[src/sv/emulated_memory_stack_unit_macros.svh]
// Assertion macros shared by the block.
`ifndef EMULATED_MEMORY_STACK_UNIT_MACROS_SVH
`define EMULATED_MEMORY_STACK_UNIT_MACROS_SVH

`ifndef SYNTH
// Check prop on every clock edge outside reset.
`define EMSU_ASSERT(lbl, clk, rstn, prop, msg) \
  lbl: assert property (@(posedge clk) disable iff (!rstn) prop) else $error(msg);
// Check prop on every clock edge, reset included.
`define EMSU_ASSERT_ALWAYS(lbl, clk, prop, msg) \
  lbl: assert property (@(posedge clk) prop) else $error(msg);
`else
`define EMSU_ASSERT(lbl, clk, rstn, prop, msg)
`define EMSU_ASSERT_ALWAYS(lbl, clk, prop, msg)
`endif

`endif

[src/sv/emsu_pkg.sv]
package emsu_pkg;

  typedef enum logic [2:0] {
    OP_READ8  = 3'd0,
    OP_READ32 = 3'd1,
    OP_WRITE8 = 3'd2,
    OP_WRITE32 = 3'd3,
    OP_PUSH   = 3'd4,
    OP_POP    = 3'd5,
    OP_CALL   = 3'd6,
    OP_RET    = 3'd7
  } op_e;

  typedef enum logic [1:0] {
    FAULT_OK    = 2'd0,
    FAULT_ADDR  = 2'd1,
    FAULT_OVER  = 2'd2,
    FAULT_UNDER = 2'd3
  } fault_e;

  typedef enum logic [1:0] {
    ST_CLEAR,
    ST_IDLE,
    ST_FINISH
  } st_e;

  typedef enum logic [1:0] {
    REG_SP_FLOOR   = 2'd0,
    REG_SP_CEILING = 2'd1,
    REG_START_SP   = 2'd2,
    REG_START_IP   = 2'd3
  } reg_e;

  localparam logic [31:0] StackLimitReset = 32'h0000_0000;
  localparam logic [31:0] StackBaseReset  = 32'h0001_0000;
  localparam logic [31:0] StartSpReset    = 32'h0001_0000;
  localparam logic [31:0] StartIpReset    = 32'h0000_0000;
  localparam logic [31:0] WordBytes       = 32'd4;
  localparam logic [31:0] CallLength      = 32'd5;
  localparam logic [31:0] ByteMask        = 32'h0000_00FF;

  // Decoded operation, checked against bounds and stack limits.
  typedef struct packed {
    op_e         kind;
    fault_e      fault;
    logic        mem_we;
    logic        is_word;
    logic [31:0] acc_addr;
    logic [31:0] wdata;
    logic [31:0] sp_next;
    logic [31:0] ip_next;
  } exec_t;

  // Operation held between the bank access and the result.
  typedef struct packed {
    op_e         kind;
    fault_e      fault;
    logic [1:0]  lane;
    logic [31:0] sp_next;
    logic [31:0] ip_next;
  } pend_t;

  // Pointer loads from the configuration port.
  typedef struct packed {
    logic        sp_we;
    logic        ip_we;
    logic [31:0] value;
  } cfg_load_t;

endpackage

[src/sv/emsu_cfg.sv]
module emsu_cfg import emsu_pkg::*; (
  input  logic        clk_i,
  input  logic        rst_ni,
  input  logic        psel,
  input  logic        penable,
  input  logic        pwrite,
  input  logic [3:0]  paddr,
  input  logic [31:0] pwdata,
  output logic [31:0] prdata,
  output logic        pready,
  output logic [31:0] sp_floor_o,
  output logic [31:0] sp_ceiling_o,
  output cfg_load_t   load_o
);

  logic [31:0] limit_q, limit_d;
  logic [31:0] base_q, base_d;
  logic [31:0] start_sp_q, start_sp_d;
  logic [31:0] start_ip_q, start_ip_d;
  logic        wr;
  reg_e        idx;

  assign pready = 1'b1;
  assign wr     = psel && penable && pwrite;
  assign idx    = reg_e'(paddr[3:2]);

  always_comb begin
    limit_d      = limit_q;
    base_d       = base_q;
    start_sp_d   = start_sp_q;
    start_ip_d   = start_ip_q;
    load_o.sp_we = 1'b0;
    load_o.ip_we = 1'b0;
    load_o.value = pwdata;
    if (wr) begin
      unique case (idx)
        REG_SP_FLOOR:   limit_d = pwdata;
        REG_SP_CEILING: base_d = pwdata;
        REG_START_SP: begin
          start_sp_d   = pwdata;
          load_o.sp_we = 1'b1;
        end
        REG_START_IP: begin
          start_ip_d   = pwdata;
          load_o.ip_we = 1'b1;
        end
        default: ;
      endcase
    end
  end

  always_comb begin
    unique case (idx)
      REG_SP_FLOOR:   prdata = limit_q;
      REG_SP_CEILING: prdata = base_q;
      REG_START_SP:   prdata = start_sp_q;
      REG_START_IP:   prdata = start_ip_q;
      default:        prdata = '0;
    endcase
  end

  always_ff @(posedge clk_i or negedge rst_ni) begin
    if (!rst_ni) begin
      limit_q    <= StackLimitReset;
      base_q     <= StackBaseReset;
      start_sp_q <= StartSpReset;
      start_ip_q <= StartIpReset;
    end else begin
      limit_q    <= limit_d;
      base_q     <= base_d;
      start_sp_q <= start_sp_d;
      start_ip_q <= start_ip_d;
    end
  end

  assign sp_floor_o   = limit_q;
  assign sp_ceiling_o = base_q;

endmodule

[config.mk]
export PLATFORM = sky130hd
export DESIGN_NAME = emsu_cfg
export DESIGN_NICKNAME = d
export VERILOG_FILES = /design/src/sv/emulated_memory_stack_unit_macros.svh /design/src/sv/emsu_pkg.sv /design/src/sv/emsu_cfg.sv
export SDC_FILE = /design/constraint.sdc
export NUM_CORES = 1
export LEC_CHECK = 0
export BUFFER_PORTS_ARGS = -buffer_cell sky130_fd_sc_hd__buf_2
export CAP_MARGIN = 20
export CORE_ASPECT_RATIO = 1.75
export CORE_MARGIN = 2
export CORE_UTILIZATION = 40
export CTS_CLUSTER_SIZE = 8
export DETAILED_ROUTE_END_ITERATION = 6
export SYNTH_ARGS = -nofsm -noshare
export SYNTH_HDL_FRONTEND = slang
export SYNTH_SLANG_ARGS = --single-unit
[constraint.sdc]
create_clock -name clk_i -period 1.5 [get_ports clk_i]
set_input_delay 0.15 -clock clk_i [delete_from_list [all_inputs] [get_ports clk_i]]
set_output_delay 0.15 -clock clk_i [all_outputs]
set_load 0.02 [all_outputs]
==> reports/summary.txt <==
failing checks: negative setup slack
Syn-to-layout area delta: 37.3%
worst path arrival time: 1.47 ns
Min Clock Period, post-route: 1.62 ns
xor and xnor area share after synthesis: 0
Sink Count: 128
Distinct cells, synth: 17
Clock power frac: 0.355
compound-cell area share of the yosys netlist: 0
number of CTS-inserted buffers: 17
hold slack: 0.0151 ns
Slew Limit Fails: 0
Seq pwr share: 0.350
CP endpoint kind: output pin
worst vdd ir: 0.000819 V
area leader, netlist: dfrtp_1
mux contribution to synthesized area: 0.371
vias in the first global route: 3,993
IO buf count: 168
Non-Filler Instances: 743
CTS tree: yes
total power: 13.4 mW
fmax: 0.618 GHz
cells on worst reg2reg path: 2
Via density: 4.97
Initial Utilization: 0.408
die height: 164 um
status: complete, but fails checks
Placer Congestion: 0.764
sequential share of the synthesized area: 0.550
WHS Path Cells: 2
antenna cells: 0
Overflow after GRT: 0
die area: 15,600 um^2
period utilization: 1.08
Yosys reg bits: 128
Remaining DRCs: 0
Worst EP required: 1.35 ns
Post-Synth Adder-Cell Area: 0
CTS H-tree depth: 4
fill count: 1,186
Overall Global Routing Usage: 0.185
Clock transition at path regs: 0.06 ns
largest family of logic cells by synthesized area: multiplexers
Detailed Routing Iterations Pass 1: 4
initial antenna violation count: 0
Routed WL per cell: 18.2 um
largest cells by area after synthesis: dfrtp_1 54%, mux2_2 24%, mux4_2 12%, buf_4 4.4%, buf_6 1.4%
Post-Synth Simple-Gate Area: 0.00966
clk_lat worst skew: 0.41 ns
Synth Cell Area: 5830 um^2
top cell type's share of synthesized area: 0.541
class of the worst hold path: in -> reg
fin nets: 591
leakage: 3.83 nW
final wirelength: 13,500 um
ANT nets after route: 0
Seq. cell area: 3210 um^2
kind of critical path: reg -> out
root buf cell: clkbuf_16
multi-input logic area: 2230 um^2
final worst slack: -0.118 ns
max-cap check violation count: 0
core area: 14,300 um^2
slowest library cell on the worst path: mux4_2
net switching power: 3.83 mW
dpl cells: 664
row cnt: 58
Pint: 9.59 mW
Die W: 95.3 um
Avg Inst Size Synth: 16.7 um^2
pwr dens: 1680 nW/um^2
pin count of the biggest net entering global routing: 61
crit path max fanout: 2
total number of vias: 3,695
final hold violations: 0
CP Launch Type: register
Logic pwr share: 0.295
clk buf depth: 2
Crit path largest cell delay: 0.51 ns
syn_nets: 390
Fin Clk Skew: 0 ns
final setup violating endpoints: 32
Sw Share: 0.285
CP cell instances: mux4_2, buf_6
share of cells above drive strength 1: 0.758
global-route wire length before repair: 21,400 um
Top Ports: 172
1st-iter DRT viols: 122
detailed placement HPWL: 9050 um
RSZ-0062 raised after global routing: true
Place WS: -0.0380 ns
synth warn: 0
Gate Count Post-Synth: 349
power by group through the flow:
stage	sequential [mW]	clock [mW]	combinational [mW]
3_5_place_dp	4.82	0	3.17
5_1_grt	4.80	5.00	4.21
3_3_place_gp	4.77	0	3.12
2_1_floorplan	5.19	0	1.65
6_report	4.70	4.76	3.96
4_1_cts	4.69	4.86	3.96
path summary, 6_finish.rpt:
path	endpoint	startpoint	slack [ns]
worst max-delay path	prdata[2]	sp_ceiling_o[2]	-0.12
worst min-delay path	start_sp_q[17]	pwdata[17]	0.02
worst max register to register	sp_ceiling_o[2]	sp_ceiling_o[2]	0.58
worst min register to register	start_sp_q[17]	start_sp_q[17]	0.49
max in group asynchronous	sp_ceiling_o[16]	rst_ni	0.85
min in group asynchronous	start_ip_q[25]	rst_ni	0.28
per-layer routing:
| layer | GRT usage | vias to the layer above | wire length (um) |
|---|---|---|---|
| met5 | 0 | - | 0 |
| met4 | 0.0705 | 0 | 261 |
| met3 | 0.0399 | 20 | 649 |
| met2 | 0.327 | 111 | 7390 |
| met1 | 0.216 | 1893 | 5220 |
| li1 | - | 1671 | - |
state kept, by name (all words and copies together), names as in the netlist:
register      cells
sp_ceiling_o     32
sp_floor_o       32
start_ip_q       32
start_sp_q       32
critical path, delay by kind of cell, from the launching register on:
| family | cells | cell delay [ns] |
|---|---|---|
| buf+inv | 1 | 0.16 |
| flops | 1 | 0.39 |
| mux | 1 | 0.51 |
cell usage after synthesis, drive strengths merged:
cell type,count
mux2,128
dfrtp,126
buf,51
mux4,32
clkbuf,3
dfstp,2
and3,1
and3b,1
conb,1
inv,1
nand3,1
nand3b,1
nor3b,1
area by class of cell:
type / count / share of cell area
repair buffers: 236 / 0.207
multi-input cells: 166 / 0.278
well taps: 180 / 0.0281
inverters: 1 / 0.000469
clock buffers: 20 / 0.0570
flip-flops and latches: 128 / 0.400
clock inverters: 12 / 0.0288
placed cells by master (no fill, tap or decap), drive strengths merged:
master and n:
and3 1, and3b 1, buf 234, bufinv 6
clkbuf 20, clkinv 2, clkinvlp 2, conb 1
dfrtp 126, dfstp 2, dlygate4sd3 2, inv 3
mux2 128, mux4 32, nand3 1, nand3b 1
nor3b 1
through the flow:
stage	setup TNS, ns	utilization	instance area, um^2
after floorplan	0	-	5830
after global placement	-0.153	0.473	6760
after detailed placement	-0.274	0.473	6760
after CTS	-2.93	0.557	7960
after global routing	-3.57	0.560	8010
final	-2.21	0.560	8010
what timing repair did:
action                                  in CTS  in global routing
gates cloned                                 0                  0
endpoints found under the setup margin      32                 32
hold buffers                                 2                  0
hold endpoints to repair                   127                  0
resized for setup                           64                  0
setup buffers                               39                  6
logic make-up after synthesis:
group	after synthesis
other	1
AND/OR/NAND/NOR	5
multiplexers	160
buffers and inverters	55
flip-flops	128
(Power assumes the default switching activity.)
