### src/sv/emulated_memory_stack_unit_macros.svh
// Assertion macros shared by the block.
`ifndef EMULATED_MEMORY_STACK_UNIT_MACROS_SVH
`define EMULATED_MEMORY_STACK_UNIT_MACROS_SVH

`ifndef SYNTH
// Check prop on every clock edge outside reset.
`define EMSU_ASSERT(lbl, clk, rstn, prop, msg) \
  lbl: assert property (@(posedge clk) disable iff (!rstn) prop) else $error(msg);
// Check prop on every clock edge, reset included.
`define EMSU_ASSERT_ALWAYS(lbl, clk, prop, msg) \
  lbl: assert property (@(posedge clk) prop) else $error(msg);
`else
`define EMSU_ASSERT(lbl, clk, rstn, prop, msg)
`define EMSU_ASSERT_ALWAYS(lbl, clk, prop, msg)
`endif

`endif

### src/sv/emsu_pkg.sv
package emsu_pkg;

  typedef enum logic [2:0] {
    OP_READ8  = 3'd0,
    OP_READ32 = 3'd1,
    OP_WRITE8 = 3'd2,
    OP_WRITE32 = 3'd3,
    OP_PUSH   = 3'd4,
    OP_POP    = 3'd5,
    OP_CALL   = 3'd6,
    OP_RET    = 3'd7
  } op_e;

  typedef enum logic [1:0] {
    FAULT_OK    = 2'd0,
    FAULT_ADDR  = 2'd1,
    FAULT_OVER  = 2'd2,
    FAULT_UNDER = 2'd3
  } fault_e;

  typedef enum logic [1:0] {
    ST_CLEAR,
    ST_IDLE,
    ST_FINISH
  } st_e;

  typedef enum logic [1:0] {
    REG_SP_FLOOR   = 2'd0,
    REG_SP_CEILING = 2'd1,
    REG_START_SP   = 2'd2,
    REG_START_IP   = 2'd3
  } reg_e;

  localparam logic [31:0] StackLimitReset = 32'h0000_0000;
  localparam logic [31:0] StackBaseReset  = 32'h0001_0000;
  localparam logic [31:0] StartSpReset    = 32'h0001_0000;
  localparam logic [31:0] StartIpReset    = 32'h0000_0000;
  localparam logic [31:0] WordBytes       = 32'd4;
  localparam logic [31:0] CallLength      = 32'd5;
  localparam logic [31:0] ByteMask        = 32'h0000_00FF;

  // Decoded operation, checked against bounds and stack limits.
  typedef struct packed {
    op_e         kind;
    fault_e      fault;
    logic        mem_we;
    logic        is_word;
    logic [31:0] acc_addr;
    logic [31:0] wdata;
    logic [31:0] sp_next;
    logic [31:0] ip_next;
  } exec_t;

  // Operation held between the bank access and the result.
  typedef struct packed {
    op_e         kind;
    fault_e      fault;
    logic [1:0]  lane;
    logic [31:0] sp_next;
    logic [31:0] ip_next;
  } pend_t;

  // Pointer loads from the configuration port.
  typedef struct packed {
    logic        sp_we;
    logic        ip_we;
    logic [31:0] value;
  } cfg_load_t;

endpackage

### src/sv/emsu_exec.sv
module emsu_exec import emsu_pkg::*; #(
  parameter int unsigned MEMORY_BYTES = 65536
) (
  input  logic [2:0]         kind_i,
  input  logic [31:0]        address_i,
  input  logic [31:0]        write_value_i,
  input  logic signed [31:0] rel_offset_i,
  input  logic [31:0]        sp_i,
  input  logic [31:0]        ip_i,
  input  logic [31:0]        sp_floor_i,
  input  logic [31:0]        sp_ceiling_i,
  output exec_t              exec_o
);

  localparam logic [32:0] MemLimit = 33'(MEMORY_BYTES);

  logic [31:0] sp_dec;
  logic [31:0] ip_ret;
  logic        push_fault_over;
  logic        push_word_ok;
  logic        pop_word_ok;
  logic        addr_byte_ok;
  logic        addr_word_ok;
  fault_e      push_fault;
  fault_e      pop_fault;

  function automatic logic word_ok(input logic [31:0] a);
    word_ok = ({1'b0, a} + 33'd3) < MemLimit;
  endfunction

  assign sp_dec          = sp_i - WordBytes;
  assign ip_ret          = ip_i + CallLength;
  assign push_fault_over = sp_dec < sp_floor_i;
  assign push_word_ok    = word_ok(sp_dec);
  assign pop_word_ok     = word_ok(sp_i);
  assign addr_byte_ok    = {1'b0, address_i} < MemLimit;
  assign addr_word_ok    = word_ok(address_i);

  always_comb begin
    priority if (push_fault_over) begin
      push_fault = FAULT_OVER;
    end else if (!push_word_ok) begin
      push_fault = FAULT_ADDR;
    end else begin
      push_fault = FAULT_OK;
    end
    priority if (sp_i > sp_ceiling_i) begin
      pop_fault = FAULT_UNDER;
    end else if (!pop_word_ok) begin
      pop_fault = FAULT_ADDR;
    end else begin
      pop_fault = FAULT_OK;
    end
  end

  always_comb begin
    exec_o.kind     = op_e'(kind_i);
    exec_o.fault    = FAULT_OK;
    exec_o.mem_we   = 1'b0;
    exec_o.is_word  = 1'b1;
    exec_o.acc_addr = address_i;
    exec_o.wdata    = write_value_i;
    exec_o.sp_next  = sp_i;
    exec_o.ip_next  = ip_i;
    unique case (op_e'(kind_i))
      OP_READ8: begin
        exec_o.is_word = 1'b0;
        exec_o.fault   = addr_byte_ok ? FAULT_OK : FAULT_ADDR;
      end
      OP_READ32: begin
        exec_o.fault = addr_word_ok ? FAULT_OK : FAULT_ADDR;
      end
      OP_WRITE8: begin
        exec_o.is_word = 1'b0;
        exec_o.wdata   = write_value_i & ByteMask;
        exec_o.fault   = addr_byte_ok ? FAULT_OK : FAULT_ADDR;
        exec_o.mem_we  = addr_byte_ok;
      end
      OP_WRITE32: begin
        exec_o.fault  = addr_word_ok ? FAULT_OK : FAULT_ADDR;
        exec_o.mem_we = addr_word_ok;
      end
      OP_PUSH, OP_CALL: begin
        exec_o.acc_addr = sp_dec;
        exec_o.fault    = push_fault;
        exec_o.mem_we   = (push_fault == FAULT_OK);
        if (push_fault == FAULT_OK) begin
          exec_o.sp_next = sp_dec;
        end
        if (op_e'(kind_i) == OP_CALL) begin
          exec_o.wdata = ip_ret;
          if (push_fault == FAULT_OK) begin
            exec_o.ip_next = ip_ret + $unsigned(rel_offset_i);
          end
        end
      end
      OP_POP, OP_RET: begin
        exec_o.acc_addr = sp_i;
        exec_o.fault    = pop_fault;
        if (pop_fault == FAULT_OK) begin
          exec_o.sp_next = sp_i + WordBytes;
        end
      end
      default: ;
    endcase
  end

endmodule

### config.mk
export PLATFORM = sky130hd
export DESIGN_NAME = emsu_exec
export DESIGN_NICKNAME = d
export VERILOG_FILES = /design/src/sv/emulated_memory_stack_unit_macros.svh /design/src/sv/emsu_pkg.sv /design/src/sv/emsu_exec.sv
export SDC_FILE = /design/constraint.sdc
export NUM_CORES = 1
export LEC_CHECK = 0
export ABC_AREA = 1
export BUFFER_PORTS_ARGS = -buffer_cell sky130_fd_sc_hd__buf_2
export CORE_ASPECT_RATIO = 1.5
export CORE_MARGIN = 2
export CORE_UTILIZATION = 23
export DETAILED_ROUTE_END_ITERATION = 10
export GPL_ROUTABILITY_DRIVEN = 0
export SLEW_MARGIN = 0
export SYNTH_ARGS = -nofsm -noshare
export SYNTH_HDL_FRONTEND = slang
export SYNTH_SLANG_ARGS = --single-unit
### constraint.sdc
create_clock -name vclk -period 6.19
set_input_delay 0.3095 -clock vclk [all_inputs]
set_output_delay 0.3095 -clock vclk [all_outputs]
set_load 0.02 [all_outputs]
==> results of run 1 <==
-- cell usage after synthesis (23+ instances only) --
cell | instances | area share (%)
sky130_fd_sc_hd__nand4_1 | 66 | 4.0
sky130_fd_sc_hd__o221ai_1 | 23 | 1.9
sky130_fd_sc_hd__o21ai_0 | 86 | 4.1
sky130_fd_sc_hd__a21oi_1 | 98 | 4.7
sky130_fd_sc_hd__nand2_1 | 541 | 20
sky130_fd_sc_hd__nand2_2 | 37 | 2.2
sky130_fd_sc_hd__xor2_1 | 72 | 6.1
sky130_fd_sc_hd__nor3_1 | 57 | 2.7
sky130_fd_sc_hd__inv_1 | 272 | 9.8
sky130_fd_sc_hd__nor2_1 | 221 | 8.0
sky130_fd_sc_hd__clkbuf_1 | 43 | 1.6
sky130_fd_sc_hd__ha_1 | 97 | 12
sky130_fd_sc_hd__nand3_1 | 111 | 5.3
-- metrics by stage --
stage / cell area, sq um / hold WS (ns) / instances
finish: 12570 / 0.9144 / 2841
global route: 12560 / 0.9221 / 2836
CTS: 12550 / 0.9141 / 2834
detailed placement: 12550 / 0.9126 / 2834
global placement: 12550 / 0.9137 / 2834
floorplan: 10400 / 0.7316 / 1957
-- logic make-up (layout without fill, tap and decap cells) --
family,Yosys count,in the layout,share of synthesized area (%)
buffers and inverters,365,660,14.83
xor gates and xnor gates,83,83,6.992
AOI/OAI and AO/OA,272,272,15.40
muxes,1,1,0.1083
other,0,7,0
adders and majority gates,98,98,11.87
and+or+nand+nor,1138,1138,50.81
-- power by group --
group	leakage, nW	switching, mW	internal [mW]
logic	6.51	0.653	0.295
clock network	0.0000444	0	0.000000152
registers	0	0	0
-- layout make-up --
cell class                      count  area (sq um)  share of cell area, %
Multi-Input combinational cell   1592          8859                  70.48
Timing Repair Buffer              371          1879                  14.95
Inverter                          289          1086                  8.640
Tap cell                          582         728.2                  5.793
Antenna cell                        7         17.52                 0.1394
-- layer usage --
metal  vias to the layer above  routed length (um)  global-route usage, %
met3                       242                4379                  4.116
met2                       778               30230                  46.29
li1                       7023                   -                      -
met4                        14                4562                  15.22
met5                         -                 103                      0
met1                      6451               19090                  23.05
-- path summary, 6_finish.rpt --
kind | start | end | slack (ns) | depth (start not counted)
max | sp_i[2] | exec_o[7] | 1.38 | 19
min | sp_i[0] | exec_o[32] | 0.91 | 2
==> run summary, run 1 <==
Once the clock tree was built, the setup fixing pass inserted 0 buffers. For the pin with the worst max-slew slack, the measured transition is 0.9767 ns. The setup path with the least slack is of type in -> out. In the finished design the tool counted flip-flops and latches totalling 0. The worst path buffer plus inverter count works out to 3. The worst setup path is captured at an output port. The area growth from synthesis to layout came out at 20.89%. The pin count of the biggest net entering global routing was 45; the die width was 177.6 um. Number of antenna violations at the first check in global routing: 15.

The worst setup path is launched from a primary input. The total number of yosys warnings was 0; the sum of routed wire length over all layers was 58,360 um. The analysis attributes to cell leakage a power of 6.514 nW. Across all setup checks in the final design, the least slack found is 1.383 ns.

The average wire per standard cell is 20.54 um. The tool flagged a number of max-cap violations equal to 0. The final standard cell utilization of the core is 28.12%. Once the clock tree was built, the resizer swapped 0 gates to a different size.

The number of nets handed over by synthesis was 2,282. The final net count is 2,579. The floorplan step defined a core boundary enclosing 44,690 sq um.

Pin placement for this block handled 362 I/O pins. The required time of the worst setup path is 5.88 ns. The number of global-route vias before repair came out at 14,105.

The area of all sequential standard cells was 0 sq um. The critical-path cell with the highest stage delay is sky130_fd_sc_hd__nand3_4. The cell count after synthesis came out at 1,957.

The die covers 46,960 sq um. The number of pins with negative max-slew slack in the final report was 0; the biggest fanout along the worst timing path was 44. For the worst setup path, the data arrival time is 4.50 ns. Walking the worst path, the cells encountered are buf_2 -> inv_2 -> ha_1 -> nand2_1 -> nand2_1 -> nand4_1 -> nand3b_1 -> nor2_2 -> nand2_2 -> nor2_8 -> nand2_1 -> nand2_1 -> nand2_1 -> nor2_2 -> nand3_2 -> nor3_4 -> nand3_4 -> a21oi_1 -> buf_2. The number of hold violations in the final report is 0. Using the TritonRoute via totals, the vias-per-cell ratio works out to 5.107.

Number of iterations in the first detailed-routing pass: 6. Timing analysis after detailed placement gives a worst setup slack of 1.499 ns. Setup repair after global routing left no endpoint under its margin.

Across every metal layer, demand over resource in global routing totals 24.03%. The layout has 5,286 filler cells. Once detail routing completed, the nets flagged for antenna violations numbered 0. After layout, the worst path uses 77.66% of the clock period.

Of the synthesized area, sequential elements account for 0%. In this run the tool buffered the top-level ports with 362 buffer cells. For the HPWL after detailed placement, the log shows 50,310 um.

The run gives 84,860 um as the first-pass GRT wire length. Setup total negative slack on the finished layout was measured at 0 ns. The class of the worst hold path is in -> out.

Highest attainable clock frequency: 0.2080 GHz. The minimum period implied by the final worst setup slack came out at 4.807 ns. Leaving out fill and tap cells, the most frequent cells in the layout are 541 x sky130_fd_sc_hd__nand2_1, 362 x sky130_fd_sc_hd__buf_2, 272 x sky130_fd_sc_hd__inv_1.

Leaving out fill and tap cells, the most frequent cell in the layout is sky130_fd_sc_hd__nand2_1. The tightest slew margin relative to the limit was 34.82%; the proportion of layout cells with a drive suffix above 1 was 22.34%. The flow ran to the end, and the final reports show no timing, DRC or antenna violations.

The ratio of total power to cell area was 75.44 nW/um^2. The cell family contributing the most delay on the critical path is simple AND/OR/NAND/NOR gates. The initial utilization of the core area, before any placement, comes to 23.26%. Detailed routing inserted a total of 14,508 vias. The number of buffers inserted for hold repair after clock tree synthesis is 0. The distinct cell type count after synthesis is 58, and the average instance area after synthesis is 5.313 sq um. The tools report the count of clock-net buffers in the final layout as 0.

The total overflow left after global routing is 0. After the first detailed-routing iteration, the DRC count stood at 1,058. The stage delay of the slowest cell on the critical path came out at 0.50 ns. The y dimension of the die came out at 264.4 um. Row generation in the floorplan step produced 95 rows. The number of remaining DRC errors was 0. Summing internal, switching and leakage power gives 0.9483 mW.

By instance count, the cell type seen most on the critical path is sky130_fd_sc_hd__nand2_1. For the post-synthesis instance area, the log shows 10,400 sq um. The logs give 0 for the final setup violation count and 39.69 uV for the highest ir drop seen on vdd.
Power figures use the tool's default switching activity.
==> run 2: changes to the inputs <==
==> constraint.sdc (replaced) <==
create_clock -name vclk -period 4.5
set_input_delay 0.225 -clock vclk [all_inputs]
set_output_delay 0.225 -clock vclk [all_outputs]
set_load 0.02 [all_outputs]
==> run summary, run 2 (synthesis gave the netlist of run 1 again) <==
The number of rows created at floorplan is 95 (unchanged), and the die footprint is 46,960 sq um (unchanged). Average wire per standard cell: 20.75 um (+1.0%). The transition time at the pin with the least slew margin is 0.9332 ns (-0.04353 ns), and the number of global-route vias before repair is 14,606 (+3.6%). The length of routed met2 wiring was 30,640 um (+1.4%); the number of I/O port buffers was 362 (unchanged). The remaining global-route overflow was 0 (unchanged); the met3 wirelength from detailed routing was 4688 um (+7.1%). Stage delay of the slowest cell on the critical path: 0.38 ns (-0.12 ns). The proportion of layout cells with a drive suffix above 1 was 25.52% (+3.2 points). Traced cell by cell, the critical path runs through buf_2 -> ha_2 -> nor2_1 -> nor2_1 -> nand3_1 -> inv_1 -> nand2_1 -> or3_4 -> buf_4 -> nor4_2 -> buf_4 -> xor2_2 -> inv_1 -> ha_1 -> a21oi_1 -> o21ai_0 -> a21oi_1 -> nand2_1 -> nand3_1 -> nand2_1 -> xor2_1 -> nor2_1 -> a21oi_1 -> buf_2. The sum of routed wire length over all layers is 60,110 um (+3.0%). The worst setup path is captured at an output port. The final net count was 2,635 (+2.2%); the post-route met1 wirelength was 19,370 um (+1.5%).

The logs give 0 (unchanged) for the flip-flop and latch count and 0 (unchanged) for the residual antenna-violating net count after detailed routing. The via count normalized by instance count was 5.181 (+1.4%); the number of iterations in the first detailed-routing pass was 5 (-1). Routed via count: 15,008 (+3.4%). The tools report the count of fill cells added during filler insertion as 5,299 (+0.25%). The tools report the all-layer global routing usage as 24.58% (+0.54 points). The highest attainable clock frequency is 0.2269 GHz. STA classifies the critical path startpoint as a primary input. Leaving out fill and tap cells, the most frequent cell in the layout is sky130_fd_sc_hd__nand2_1. The logs give 0 (unchanged) for the count of clock-net buffers in the final layout and 57.12 uV (+44%) for the highest ir drop seen on vdd.

The area growth from synthesis to layout is 26.87%. The required time of the worst setup path is 4.28 ns (-1.60 ns), and the area of all sequential standard cells is 0 sq um (unchanged). HPWL after detailed placement: 51,720 um (+2.8%).

In the layout the commonest cells are 540 x sky130_fd_sc_hd__nand2_1, 360 x sky130_fd_sc_hd__buf_2, 272 x sky130_fd_sc_hd__inv_1. The ratio of total power to cell area was 103.5 nW/um^2 (+37%); the tightest slew margin relative to the limit was 37.72% (+2.9 points). The biggest fanout along the worst timing path is 4 (-91%). The worst hold slack was 0.7432 ns (-0.1713 ns); the data arrival time at the worst-slack endpoint was 4.18 ns (-0.32 ns).

The y dimension of the die came out at 264.4 um (unchanged). Number of antenna violations at the first check in global routing: 17 (+2). The setup path with the least slack is of type in -> out. The run gives 0 (unchanged) as the number of pins with negative max-slew slack in the final report. The path class of the tightest hold or removal check is in -> out.

The run gives 9050 sq um (+2.2%) as the multi-input combinational cell area. The highest metal layer carrying signal wires in the routed design is met5. The leakage power is 6.808 nW (+4.5%), and the first-pass GRT wire length is 86,660 um (+2.1%). Number of buffers inserted for hold repair after clock tree synthesis: 0 (unchanged).

The area of the core was 44,690 sq um (unchanged); the die width was 177.6 um (unchanged). The pin count of the biggest net entering global routing is 37 (-18%), and the number of hold violations in the final report is 0 (unchanged). The run finished with clean final reports. The run gives 23.26% (unchanged) as the initial core utilization.

Of the available clock period, the critical path in the final layout requires 97.95%. The final setup violation count is 0 (unchanged), and the number of remaining DRC errors is 0 (unchanged). The run gives 1.365 mW (+44%) as the final total power. The number of max-cap violations came out at 0 (unchanged). Among all stages on the critical path, the largest delay is contributed by sky130_fd_sc_hd__nor2_1. The count of pins on the block boundary was 362 (unchanged). Subtracting the final worst setup slack from the clock period gives 4.408 ns. For the detailed router's first-iteration violation count, the log shows 1,310 (+24%).
==> run 2: cell types whose count changed in the layout (fill, tap and decap cells not counted), moves of 3 or more <==
cell and delta:
sky130_fd_sc_hd__buf_4 +56, sky130_fd_sc_hd__xor2_1 -7, sky130_fd_sc_hd__xor2_2 +7, sky130_fd_sc_hd__nor2_1 -5, sky130_fd_sc_hd__nor2_2 +5, sky130_fd_sc_hd__ha_1 -4
sky130_fd_sc_hd__ha_4 +3, sky130_fd_sc_hd__nor4_1 -3, sky130_fd_sc_hd__nor4_2 +3
==> run 2: metal layers <==
layer  track usage, %  up-vias
met2            46.91      916
met5                0        -
li1                 -     7107
met1            23.54     6680
met4            17.10       18
met3            3.844      287
==> run 2: worst paths after layout <==
path,cells after the start,from,endpoint
max,24,ip_i[0],exec_o[23]
min,2,sp_i[0],exec_o[32]
==> run 2: cell type report <==
class | count | area share, %
Antenna cell | 7 | 0.1328
Inverter | 289 | 8.233
Multi-Input combinational cell | 1593 | 68.60
Tap cell | 582 | 5.520
Timing Repair Buffer | 426 | 17.51
==> run 2: per-stage QoR <==
stage / std cells / area [sq um] / setup slack [ns] / setup TNS, ns / utilization [%]
3_5_place_dp: 2885 / 12950 / 0.05944 / 0 / 28.97
6_report: 2897 / 13190 / 0.09208 / 0 / 29.52
5_1_grt: 2892 / 13180 / -0.06844 / -0.1476 / 29.49
4_1_cts: 2885 / 12950 / 0.02566 / 0 / 28.97
2_1_floorplan: 1957 / 10400 / 0.6935 / 0 / -
3_3_place_gp: 2885 / 12950 / 0.02655 / 0 / 28.97
==> run 2: critical path, delay by kind of cell <==
kind	cells	cell delay [ns]
fa+ha+maj	2	0.52
compound gates	4	0.58
buf+inv	6	0.78
xor+xnor	2	0.36
simple gates	10	1.72
==> run 2: timing repair <==
action                                  CTS  global route
endpoints found under the setup margin    0            14
setup buffers                             0             4
gates resized for setup                   0            39
==> run 2: power by group <==
group / leakage [nW] / switching [mW] / total (mW) / internal, mW
clock network: 0.0000444 / 0 / 0.000000197 / 0.000000197
registers: 0 / 0 / 0 / 0
logic: 6.81 / 0.921 / 1.37 / 0.444
